### src/rtl/krr_pkg.sv
// ----------------------------------------------------------------------------
// krr_pkg
// Shared types and constants of the key repeat and release debouncer.
// ----------------------------------------------------------------------------
package krr_pkg;

   // field widths
   localparam int KEY_W      = 25;
   localparam int DELAY_W    = 16;
   localparam int COUNT_W    = 3;
   localparam int CMD_W      = 2;
   localparam int CSR_IDX_W  = 3;
   localparam int CSR_DATA_W = 25;

   localparam logic [DELAY_W-1:0] RESET_DELAY = 16'd200;

   // register indexes of the control port
   localparam logic [CSR_IDX_W-1:0] CSR_RELEASE_DELAY = 3'd0;
   localparam logic [CSR_IDX_W-1:0] CSR_KEY_COUNT     = 3'd1;
   localparam logic [CSR_IDX_W-1:0] CSR_KEY_CODE_0    = 3'd2;

   // input word kinds; code 3 is dropped at the front
   typedef enum logic [CMD_W-1:0] {
      CMD_PRESS   = 2'd0,
      CMD_RELEASE = 2'd1,
      CMD_TICK    = 2'd2
   } cmd_type;

   // per-slot phase
   typedef enum logic [1:0] {
      PH_ABSENT  = 2'd0,
      PH_HELD    = 2'd1,
      PH_PENDING = 2'd2
   } phase_type;

   // back end sequencer
   typedef enum logic {
      BK_IDLE = 1'b0,
      BK_WALK = 1'b1
   } back_state_type;

   // one result word
   typedef struct packed {
      logic             report_press;
      logic             report_release;
      logic [KEY_W-1:0] event_key;
      logic             eaten;
      logic             last;
   } rsp_type;

endpackage

### src/rtl/krr_csr.sv
// ----------------------------------------------------------------------------
// krr_csr
// Configuration registers: release delay, key count and the key code table.
// ----------------------------------------------------------------------------
module krr_csr
   import krr_pkg::*;
#(
   parameter int KEY_SLOTS = 6
) (
   input  logic                  clock,
   input  logic                  reset,
   input  logic                  csr_we,
   input  logic [CSR_IDX_W-1:0]  csr_index,
   input  logic [CSR_DATA_W-1:0] csr_wdata,
   output logic [DELAY_W-1:0]    release_delay,
   output logic [COUNT_W-1:0]    key_count,
   output logic [KEY_W-1:0]      key_codes [KEY_SLOTS]
);

   logic [DELAY_W-1:0]   delay_ff;
   logic [COUNT_W-1:0]   count_ff;
   logic [KEY_W-1:0]     code_ff [KEY_SLOTS];
   logic [CSR_IDX_W-1:0] code_idx;

   // key code registers sit from CSR_KEY_CODE_0 upward
   assign code_idx = csr_index - CSR_KEY_CODE_0;

   always_ff @(posedge clock) begin
      if (reset) begin
         delay_ff <= RESET_DELAY;
         count_ff <= '0;
         for (int i = 0; i < KEY_SLOTS; i++) begin
            code_ff[i] <= '0;
         end
      end else if (csr_we) begin
         priority case (csr_index)
            CSR_RELEASE_DELAY: delay_ff <= csr_wdata[DELAY_W-1:0];
            CSR_KEY_COUNT:     count_ff <= csr_wdata[COUNT_W-1:0];
            default: begin
               for (int i = 0; i < KEY_SLOTS; i++) begin
                  if (code_idx == CSR_IDX_W'(i)) begin
                     code_ff[i] <= csr_wdata[KEY_W-1:0];
                  end
               end
            end
         endcase
      end
   end

   assign release_delay = delay_ff;
   assign key_count     = count_ff;

   always_comb begin
      for (int i = 0; i < KEY_SLOTS; i++) begin
         key_codes[i] = code_ff[i];
      end
   end

endmodule

### src/rtl/krr_front.sv
// ----------------------------------------------------------------------------
// krr_front
// Takes input words, looks the key up in the code table and holds the
// classified word until the queue has room.
// ----------------------------------------------------------------------------
module krr_front
   import krr_pkg::*;
#(
   parameter int KEY_SLOTS = 6,
   localparam int SLOT_W   = (KEY_SLOTS > 1) ? $clog2(KEY_SLOTS) : 1
) (
   input  logic               clock,
   input  logic               reset,
   input  logic               start,
   input  logic [CMD_W-1:0]   req_cmd,
   input  logic [KEY_W-1:0]   req_key_code,
   output logic               busy,
   input  logic [COUNT_W-1:0] key_count,
   input  logic [KEY_W-1:0]   key_codes [KEY_SLOTS],
   input  logic               q_full,
   output logic               push,
   output cmd_type            fr_cmd,
   output logic [KEY_W-1:0]   fr_key,
   output logic               fr_hit,
   output logic [SLOT_W-1:0]  fr_slot
);

   logic               fr_valid_ff, fr_valid_in;
   cmd_type            cmd_ff;
   logic [KEY_W-1:0]   key_ff;
   logic               hit_ff, hit_in;
   logic [SLOT_W-1:0]  slot_ff, slot_in;
   logic [COUNT_W-1:0] used;
   logic               accept;
   logic               known;

   assign busy   = fr_valid_ff & q_full;
   assign accept = start & ~busy;
   assign push   = fr_valid_ff & ~q_full;
   assign known  = (req_cmd == CMD_PRESS) || (req_cmd == CMD_RELEASE) ||
                   (req_cmd == CMD_TICK);

   // slots in use, capped at the slot count
   assign used = (key_count > COUNT_W'(KEY_SLOTS)) ? COUNT_W'(KEY_SLOTS) : key_count;

   // lowest matching slot in use owns the key
   always_comb begin
      hit_in  = 1'b0;
      slot_in = '0;
      for (int i = KEY_SLOTS - 1; i >= 0; i--) begin
         if ((COUNT_W'(i) < used) && (key_codes[i] == req_key_code)) begin
            hit_in  = 1'b1;
            slot_in = SLOT_W'(i);
         end
      end
   end

   // holding stage; unknown kinds are dropped here
   assign fr_valid_in = (fr_valid_ff & ~push) | (accept & known);

   always_ff @(posedge clock) begin
      if (reset) begin
         fr_valid_ff <= 1'b0;
      end else begin
         fr_valid_ff <= fr_valid_in;
      end
   end

   always_ff @(posedge clock) begin
      if (accept) begin
         cmd_ff  <= cmd_type'(req_cmd);
         key_ff  <= req_key_code;
         hit_ff  <= hit_in;
         slot_ff <= slot_in;
      end
   end

   assign fr_cmd  = cmd_ff;
   assign fr_key  = key_ff;
   assign fr_hit  = hit_ff;
   assign fr_slot = slot_ff;

endmodule

### src/rtl/krr_queue.sv
// ----------------------------------------------------------------------------
// krr_queue
// Two-entry queue between the front and the back end.
// ----------------------------------------------------------------------------
module krr_queue
   import krr_pkg::*;
#(
   parameter int DATA_W = 32
) (
   input  logic              clock,
   input  logic              reset,
   input  logic              push,
   input  logic [DATA_W-1:0] push_data,
   input  logic              pop,
   output logic              q_valid,
   output logic              q_full,
   output logic [DATA_W-1:0] q_data
);

   localparam int DEPTH = 2;
   localparam int PTR_W = $clog2(DEPTH);
   localparam int CNT_W = $clog2(DEPTH + 1);

   logic [DATA_W-1:0] entry_ff [DEPTH];
   logic [PTR_W-1:0]  wr_ptr_ff, rd_ptr_ff;
   logic [CNT_W-1:0]  count_ff, count_in;

   assign q_valid = (count_ff != '0);
   assign q_full  = (count_ff == CNT_W'(DEPTH));
   assign q_data  = entry_ff[rd_ptr_ff];

   always_comb begin
      count_in = count_ff;
      if (push && !pop) begin
         count_in = count_ff + 1'b1;
      end else if (pop && !push) begin
         count_in = count_ff - 1'b1;
      end
   end

   always_ff @(posedge clock) begin
      if (reset) begin
         wr_ptr_ff <= '0;
         rd_ptr_ff <= '0;
         count_ff  <= '0;
      end else begin
         count_ff <= count_in;
         if (push) begin
            wr_ptr_ff <= wr_ptr_ff + 1'b1;
         end
         if (pop) begin
            rd_ptr_ff <= rd_ptr_ff + 1'b1;
         end
      end
   end

   always_ff @(posedge clock) begin
      if (push) begin
         entry_ff[wr_ptr_ff] <= push_data;
      end
   end

endmodule

### src/rtl/krr_back.sv
// ----------------------------------------------------------------------------
// krr_back
// Slot state and result generation. Press and release words are handled in idle;
// a tick walks the slots one per cycle and reports each slot that expires.
// ----------------------------------------------------------------------------
module krr_back
   import krr_pkg::*;
#(
   parameter int KEY_SLOTS = 6,
   localparam int SLOT_W   = (KEY_SLOTS > 1) ? $clog2(KEY_SLOTS) : 1
) (
   input  logic               clock,
   input  logic               reset,
   input  logic               q_valid,
   input  cmd_type            q_cmd,
   input  logic [KEY_W-1:0]   q_key,
   input  logic               q_hit,
   input  logic [SLOT_W-1:0]  q_slot,
   output logic               pop,
   input  logic [DELAY_W-1:0] release_delay,
   input  logic [KEY_W-1:0]   key_codes [KEY_SLOTS],
   output logic               rsp_valid,
   output rsp_type            rsp
);

   back_state_type       state_ff, state_in;
   logic [SLOT_W-1:0]    walk_idx_ff, walk_idx_in;
   logic [KEY_SLOTS-1:0] fire_mask_ff, fire_mask_in;
   logic [KEY_SLOTS-1:0] fire_now;
   logic [KEY_SLOTS-1:0] walk_bit;

   phase_type            phase_ff [KEY_SLOTS];
   logic [DELAY_W-1:0]   cd_ff [KEY_SLOTS];
   logic                 slot_we;
   logic [SLOT_W-1:0]    slot_idx;
   phase_type            phase_in;
   logic [DELAY_W-1:0]   cd_in;

   logic                 rsp_valid_ff, rsp_valid_in;
   rsp_type              rsp_ff, rsp_in;

   // slots that expire on this tick
   always_comb begin
      for (int i = 0; i < KEY_SLOTS; i++) begin
         fire_now[i] = (phase_ff[i] == PH_PENDING) && (cd_ff[i] <= DELAY_W'(1));
      end
   end

   assign walk_bit = KEY_SLOTS'(1) << walk_idx_ff;

   // sequencer: next state and outputs
   always_comb begin
      state_in     = state_ff;
      walk_idx_in  = walk_idx_ff;
      fire_mask_in = fire_mask_ff;
      pop          = 1'b0;
      slot_we      = 1'b0;
      slot_idx     = q_slot;
      phase_in     = PH_HELD;
      cd_in        = '0;
      rsp_valid_in = 1'b0;
      rsp_in       = '0;
      unique case (state_ff)
         BK_IDLE: begin
            if (q_valid) begin
               pop = 1'b1;
               unique case (q_cmd)
                  CMD_PRESS: begin
                     slot_we             = q_hit;
                     phase_in            = PH_HELD;
                     cd_in               = '0;
                     rsp_valid_in        = 1'b1;
                     rsp_in.report_press = q_hit && (phase_ff[q_slot] == PH_ABSENT);
                     rsp_in.event_key    = q_key;
                     rsp_in.eaten        = q_hit;
                     rsp_in.last         = 1'b1;
                  end
                  CMD_RELEASE: begin
                     slot_we          = q_hit;
                     phase_in         = PH_PENDING;
                     cd_in            = release_delay;
                     rsp_valid_in     = 1'b1;
                     rsp_in.event_key = q_key;
                     rsp_in.last      = 1'b1;
                  end
                  CMD_TICK: begin
                     fire_mask_in = fire_now;
                     walk_idx_in  = '0;
                     state_in     = BK_WALK;
                  end
                  default: ;
               endcase
            end
         end
         BK_WALK: begin
            // count down or expire the slot under the walk index
            slot_idx = walk_idx_ff;
            slot_we  = (phase_ff[walk_idx_ff] == PH_PENDING);
            if (fire_mask_ff[walk_idx_ff]) begin
               phase_in              = PH_ABSENT;
               cd_in                 = '0;
               fire_mask_in          = fire_mask_ff & ~walk_bit;
               rsp_valid_in          = 1'b1;
               rsp_in.report_release = 1'b1;
               rsp_in.event_key      = key_codes[walk_idx_ff];
               rsp_in.last           = ((fire_mask_ff & ~walk_bit) == '0);
            end else begin
               phase_in = PH_PENDING;
               cd_in    = cd_ff[walk_idx_ff] - 1'b1;
            end
            if (walk_idx_ff == SLOT_W'(KEY_SLOTS - 1)) begin
               state_in = BK_IDLE;
            end else begin
               walk_idx_in = walk_idx_ff + 1'b1;
            end
         end
         default: state_in = BK_IDLE;
      endcase
   end

   always_ff @(posedge clock) begin
      if (reset) begin
         state_ff     <= BK_IDLE;
         rsp_valid_ff <= 1'b0;
      end else begin
         state_ff     <= state_in;
         rsp_valid_ff <= rsp_valid_in;
      end
   end

   always_ff @(posedge clock) begin
      walk_idx_ff  <= walk_idx_in;
      fire_mask_ff <= fire_mask_in;
      rsp_ff       <= rsp_in;
   end

   // slot table, one entry written per cycle
   always_ff @(posedge clock) begin
      if (reset) begin
         for (int i = 0; i < KEY_SLOTS; i++) begin
            phase_ff[i] <= PH_ABSENT;
            cd_ff[i]    <= '0;
         end
      end else if (slot_we) begin
         phase_ff[slot_idx] <= phase_in;
         cd_ff[slot_idx]    <= cd_in;
      end
   end

   assign rsp_valid = rsp_valid_ff;
   assign rsp       = rsp_ff;

endmodule

### src/rtl/key_repeat_release_debouncer_top.sv
// ----------------------------------------------------------------------------
// key_repeat_release_debouncer_top
// Hides key auto-repeat for a table of key codes and delays key releases
// by a number of ticks.
//
//   channel   ports                       handshake
//   input     req_cmd, req_key_code       start, busy
//   result    rsp_*                       rsp_valid strobe, one cycle
//   config    csr_index, csr_wdata        csr_we
//
// A press or release word is handled in the idle state of the back end; a tick
// starts the slot walk of the back end over all KEY_SLOTS slots. Between accept
// and the first result lie the front holding stage, the queue and the result register.
// busy rises only when the front stage and the two-entry queue are full.
// Reset is synchronous; all slots return to absent at once.
// Results cannot be stalled by the receiver.
// ----------------------------------------------------------------------------
module key_repeat_release_debouncer_top
   import krr_pkg::*;
#(
   parameter int KEY_SLOTS = 6
) (
   input  logic                  clock,
   input  logic                  reset,
   input  logic                  start,
   input  logic [CMD_W-1:0]      req_cmd,
   input  logic [KEY_W-1:0]      req_key_code,
   output logic                  busy,
   output logic                  rsp_valid,
   output logic                  rsp_report_press,
   output logic                  rsp_report_release,
   output logic [KEY_W-1:0]      rsp_event_key,
   output logic                  rsp_eaten,
   output logic                  rsp_last,
   input  logic                  csr_we,
   input  logic [CSR_IDX_W-1:0]  csr_index,
   input  logic [CSR_DATA_W-1:0] csr_wdata
);

   localparam int SLOT_W  = (KEY_SLOTS > 1) ? $clog2(KEY_SLOTS) : 1;
   localparam int ENTRY_W = CMD_W + KEY_W + 1 + SLOT_W;

   logic [DELAY_W-1:0] release_delay;
   logic [COUNT_W-1:0] key_count;
   logic [KEY_W-1:0]   key_codes [KEY_SLOTS];

   logic               q_full, q_valid, push, pop;
   cmd_type            fr_cmd;
   logic [KEY_W-1:0]   fr_key;
   logic               fr_hit;
   logic [SLOT_W-1:0]  fr_slot;
   logic [ENTRY_W-1:0] push_data, q_data;
   rsp_type            rsp;

   krr_csr #(.KEY_SLOTS(KEY_SLOTS)) u_csr (
      .clock         (clock),
      .reset         (reset),
      .csr_we        (csr_we),
      .csr_index     (csr_index),
      .csr_wdata     (csr_wdata),
      .release_delay (release_delay),
      .key_count     (key_count),
      .key_codes     (key_codes)
   );

   krr_front #(.KEY_SLOTS(KEY_SLOTS)) u_front (
      .clock        (clock),
      .reset        (reset),
      .start        (start),
      .req_cmd      (req_cmd),
      .req_key_code (req_key_code),
      .busy         (busy),
      .key_count    (key_count),
      .key_codes    (key_codes),
      .q_full       (q_full),
      .push         (push),
      .fr_cmd       (fr_cmd),
      .fr_key       (fr_key),
      .fr_hit       (fr_hit),
      .fr_slot      (fr_slot)
   );

   // queue word: kind, key, hit, slot
   assign push_data = {fr_cmd, fr_key, fr_hit, fr_slot};

   krr_queue #(.DATA_W(ENTRY_W)) u_queue (
      .clock     (clock),
      .reset     (reset),
      .push      (push),
      .push_data (push_data),
      .pop       (pop),
      .q_valid   (q_valid),
      .q_full    (q_full),
      .q_data    (q_data)
   );

   krr_back #(.KEY_SLOTS(KEY_SLOTS)) u_back (
      .clock         (clock),
      .reset         (reset),
      .q_valid       (q_valid),
      .q_cmd         (cmd_type'(q_data[ENTRY_W-1 -: CMD_W])),
      .q_key         (q_data[ENTRY_W-CMD_W-1 -: KEY_W]),
      .q_hit         (q_data[SLOT_W]),
      .q_slot        (q_data[SLOT_W-1:0]),
      .pop           (pop),
      .release_delay (release_delay),
      .key_codes     (key_codes),
      .rsp_valid     (rsp_valid),
      .rsp           (rsp)
   );

   assign rsp_report_press   = rsp.report_press;
   assign rsp_report_release = rsp.report_release;
   assign rsp_event_key      = rsp.event_key;
   assign rsp_eaten          = rsp.eaten;
   assign rsp_last           = rsp.last;

endmodule

### config.mk
export PLATFORM = sky130hd
export DESIGN_NAME = key_repeat_release_debouncer_top
export DESIGN_NICKNAME = d
export VERILOG_FILES = /design/src/rtl/krr_pkg.sv /design/src/rtl/krr_csr.sv /design/src/rtl/krr_front.sv /design/src/rtl/krr_queue.sv /design/src/rtl/krr_back.sv /design/src/rtl/key_repeat_release_debouncer_top.sv
export SDC_FILE = /design/constraint.sdc
export NUM_CORES = 1
export LEC_CHECK = 0
export BUFFER_PORTS_ARGS = -buffer_cell sky130_fd_sc_hd__buf_2
export CAP_MARGIN = 25
export CORE_UTILIZATION = 55
export DETAILED_ROUTE_END_ITERATION = 12
export MAX_ROUTING_LAYER = met4
export PLACE_DENSITY = 0.72
export SKIP_LAST_GASP = 1
export SLEW_MARGIN = 20
export SYNTH_ARGS = -nofsm -noshare
export SYNTH_HDL_FRONTEND = slang
export SYNTH_SLANG_ARGS = --single-unit
### constraint.sdc
create_clock -name clock -period 9.6 [get_ports clock]
set_input_delay 1.44 -clock clock [delete_from_list [all_inputs] [get_ports clock]]
set_output_delay 1.44 -clock clock [all_outputs]
set_load 0.02 [all_outputs]
==> impl_metrics.env <==
export IMPL_outcome="completed"
export IMPL_postCtsSetupBuffers=0
export IMPL_yosys_top_cells_count="edfxtp_1 (396), and2_1 (154), nor2_1 (97), nand2_1 (84), xnor2_1 (83)"
export IMPL_grt_antenna_before_repair=2
export IMPL_cts_sinks=455
export IMPL_hold_path_class="reg -> reg"
export IMPL_die_x_um=198.3
export IMPL_grt_util_all_layers_pct=31.98
export IMPL_clk_pin_slew_ns=0.06
export IMPL_r2r_cells=8
export IMPL_wl_um=59710
export IMPL_power_density_mw_per_mm2=231.2
export IMPL_worst_slack_ns=5.539
export IMPL_rsz0062_at_grt="false"
export IMPL_die_area_sq_mm=0.03933
export IMPL_cap_violations=0
export IMPL_yosysSeqAreaShare_pct=61.67
export IMPL_ant_nets=0
export IMPL_vias=13840
export IMPL_syn_to_final_growth_pct=11.99
export IMPL_netlist_area_sq_mm=0.02120
export IMPL_start_util_pct=56.15
export IMPL_slowest_delay_ns=0.68
export IMPL_worst_clock_skew_ns=0.01355
export IMPL_clk_latency_ns=0.58
export IMPL_synth_top_area_cell="edfxtp_1"
export IMPL_yosysWarnings=0
export IMPL_drcViolationCount=0
export IMPL_synth_fp_nets=1629
export IMPL_viasPerCell=6.352
export IMPL_total_power_mw=5.488
export IMPL_hpwl_um=41690
export IMPL_timing_rr_end="u_back.cd_ff[6][8]$_DFFE_PP_"
export IMPL_syn_area_per_cell_sq_um=13.56
export IMPL_cts_resized=0
export IMPL_startpoint_type="primary input"
export IMPL_yosysMostFrequentCell="edfxtp_1"
export IMPL_cts_tree="yes"
export IMPL_ioPinCount=90
export IMPL_drive_gt1_share_pct=19.63
export IMPL_synthTopCellsByArea="edfxtp_1 (56%), mux4_2 (6.4%), dfxtp_1 (5.6%), and2_1 (4.5%), xnor2_1 (3.4%)"
export IMPL_die_y_um=198.3
export IMPL_fin_crit_sh_pct=42.31
export IMPL_fillerInstances=2823
export IMPL_tightest_slew_ns=1.099
export IMPL_fp_row_count=71
export IMPL_synth_enable_flop_cells=396
export IMPL_fin_nets=1695
export IMPL_ys_types=66
export IMPL_synth_top_cell_area_share_pct=56.10
export IMPL_critPathSlowestCell="nand2_1"
export IMPL_drt_iter0_markers=1995
export IMPL_report_final_slew_viol_count=0
export IMPL_fmax_mhz=246.2
export IMPL_ys_flop_type="edfxtp_1"
export IMPL_grt_pass1_wl_um=87320
export IMPL_core_sq_mm=0.03776
export IMPL_worstPathArrival_ns=4.16
export IMPL_synth_seq_cells=455
export IMPL_crit_path_end="u_back.cd_ff[2][10]$_SDFFCE_PN0P_"
export IMPL_wl_per_cell_um=27.41
export IMPL_crit_type="in -> reg"
export IMPL_final_hold_viol_count=0
export IMPL_place_gp_congestion=1.048
export IMPL_grt_pass1_vias=13320
export IMPL_startpoint="reset"
export IMPL_grt_ovfl_total=0
export IMPL_end_kind="flop"
export IMPL_p_leak_nw=8.303
export IMPL_relSlewSlack_pct=26.07
export IMPL_cp_data_required_time_ns=9.70
export IMPL_htree_levels=2
export IMPL_ctsHoldBuffers=0
export IMPL_setup_tns_ns=0
export IMPL_reg2reg_slack_ns=5.58
export IMPL_syn_inst=1563
export IMPL_peakVddDrop_mv=0.1071
export IMPL_root_buffer="clkbuf_16"
export IMPL_crit_chain="buf_2 -> buf_4 -> inv_1 -> a32oi_1 -> a21o_1 -> nand2_1"
export IMPL_drt_pass1_iter_count=7
export IMPL_dp_slack_ns=5.041
export IMPL_clk_path_buf_depth=3
export IMPL_setup_viol=0
export IMPL_grt_start_max_net_pins=58
export IMPL_path_max_fanout=40
export IMPL_place_port_buffers=89
export IMPL_cts_buffers=46
export IMPL_async_flop_share_pct=0
export IMPL_fin_crit_ns=4.061
## registers in the layout, indices dropped and copies added (netlist names), named ones only
register	cells
u_back.rsp	29
u_back.fire_mask_ff	6
u_front.fr_valid_ff	1
u_front.fr_cmd	2
u_back.phase_ff	16
u_queue.entry_ff	62
u_front.fr_hit	1
u_queue.rd_ptr_ff	1
u_queue.wr_ptr_ff	1
u_csr.code_ff	150
u_back.state_ff	1
u_back.cd_ff	128
u_csr.key_count	3
u_back.walk_idx_ff	3
u_front.fr_key	25
u_csr.release_delay	16
u_queue.count_ff	2
u_back.rsp_valid	1
u_front.fr_slot	3
## cells in the final DEF (no fill, tap or decap), drive strengths merged, types with 8 or more instances in the layout
master,n
a31oi,10
buf,116
mux2,41
mux4,60
nor4,50
dfxtp,59
nor3,19
or3,8
inv,27
mux2i,44
o22ai,26
clkinv,8
nand4,29
nand2,84
or2,8
a22oi,28
xor2,73
a21oi,32
nand3,21
and2,154
o21ai,24
nor2,97
xnor2,83
nor2b,14
edfxtp,396
clkbuf,73
## critical path, delay by kind of cell
kind | cells | cell delay [ns]
buffers and inverters | 3 | 1.05
AOI/OAI and AO/OA | 2 | 0.94
and+or+nand+nor | 1 | 0.68
## layer usage
metal,GRT usage (%),share of wire [%]
met5,-,0
met4,7.092,1.9
met3,7.682,13
met2,43.42,42
met1,48.37,43
## through the flow
step | cell area [sq um] | utilization [%] | cells | hold slack [ns]
after floorplan | 21200 | - | 1563 | 0.4215
after global placement | 22130 | 58.62 | 2088 | 0.4225
after detailed placement | 22140 | 58.65 | 2089 | 0.4326
after CTS | 23690 | 62.75 | 2174 | 0.4471
after global routing | 23740 | 62.88 | 2178 | 0.4568
final | 23740 | 62.88 | 2178 | 0.4464
## cells by family after synthesis
family	count (synthesis)	share of synthesized area, %
and+or+nand+nor	510	13.08
AOI/OAI and AO/OA	165	5.301
muxes	145	10.68
adders and majority gates	7	0.4132
DFF	455	61.67
buffers and inverters	125	2.408
xor gates and xnor gates	156	6.446
## report_power, final
group	switching, mW	leakage (nW)	internal, mW
Sequential	0.101	4.32	2.31
Combinational	0.770	3.22	0.470
Clock	0.747	0.757	1.09
Total	1.62	8.30	3.87
## final cells by class
cell class	instances	area, sq um	area share, %
Sequential cell	455	13080	55.08
Multi-Input combinational cell	983	7696	32.42
Clock buffer	73	1416	5.966
Timing Repair Buffer	116	675.6	2.846
Tap cell	511	639.4	2.693
Clock inverter	12	132.6	0.5587
Inverter	27	101.3	0.4269
Antenna cell	1	2.502	0.01054
## worst min path at each step
stage                                           startpoint                           endpoint  slack, ns  cells after the start
after floorplan           u_front.fr_slot[0]$_SDFFCE_PP0P_   u_queue.entry_ff[0][0]$_DFFE_PP_       0.42                      0
after global placement         u_front.fr_key[5]$_DFFE_PP_   u_queue.entry_ff[1][9]$_DFFE_PP_       0.42                      0
after detailed placement       u_front.fr_key[7]$_DFFE_PP_  u_queue.entry_ff[0][11]$_DFFE_PP_       0.43                      0
after CTS                      u_front.fr_key[7]$_DFFE_PP_  u_queue.entry_ff[0][11]$_DFFE_PP_       0.45                      0
after global routing           u_front.fr_key[5]$_DFFE_PP_   u_queue.entry_ff[0][9]$_DFFE_PP_       0.46                      0
final                          u_front.fr_key[7]$_DFFE_PP_  u_queue.entry_ff[1][11]$_DFFE_PP_       0.45                      0
Power figures use the tool's default switching activity.
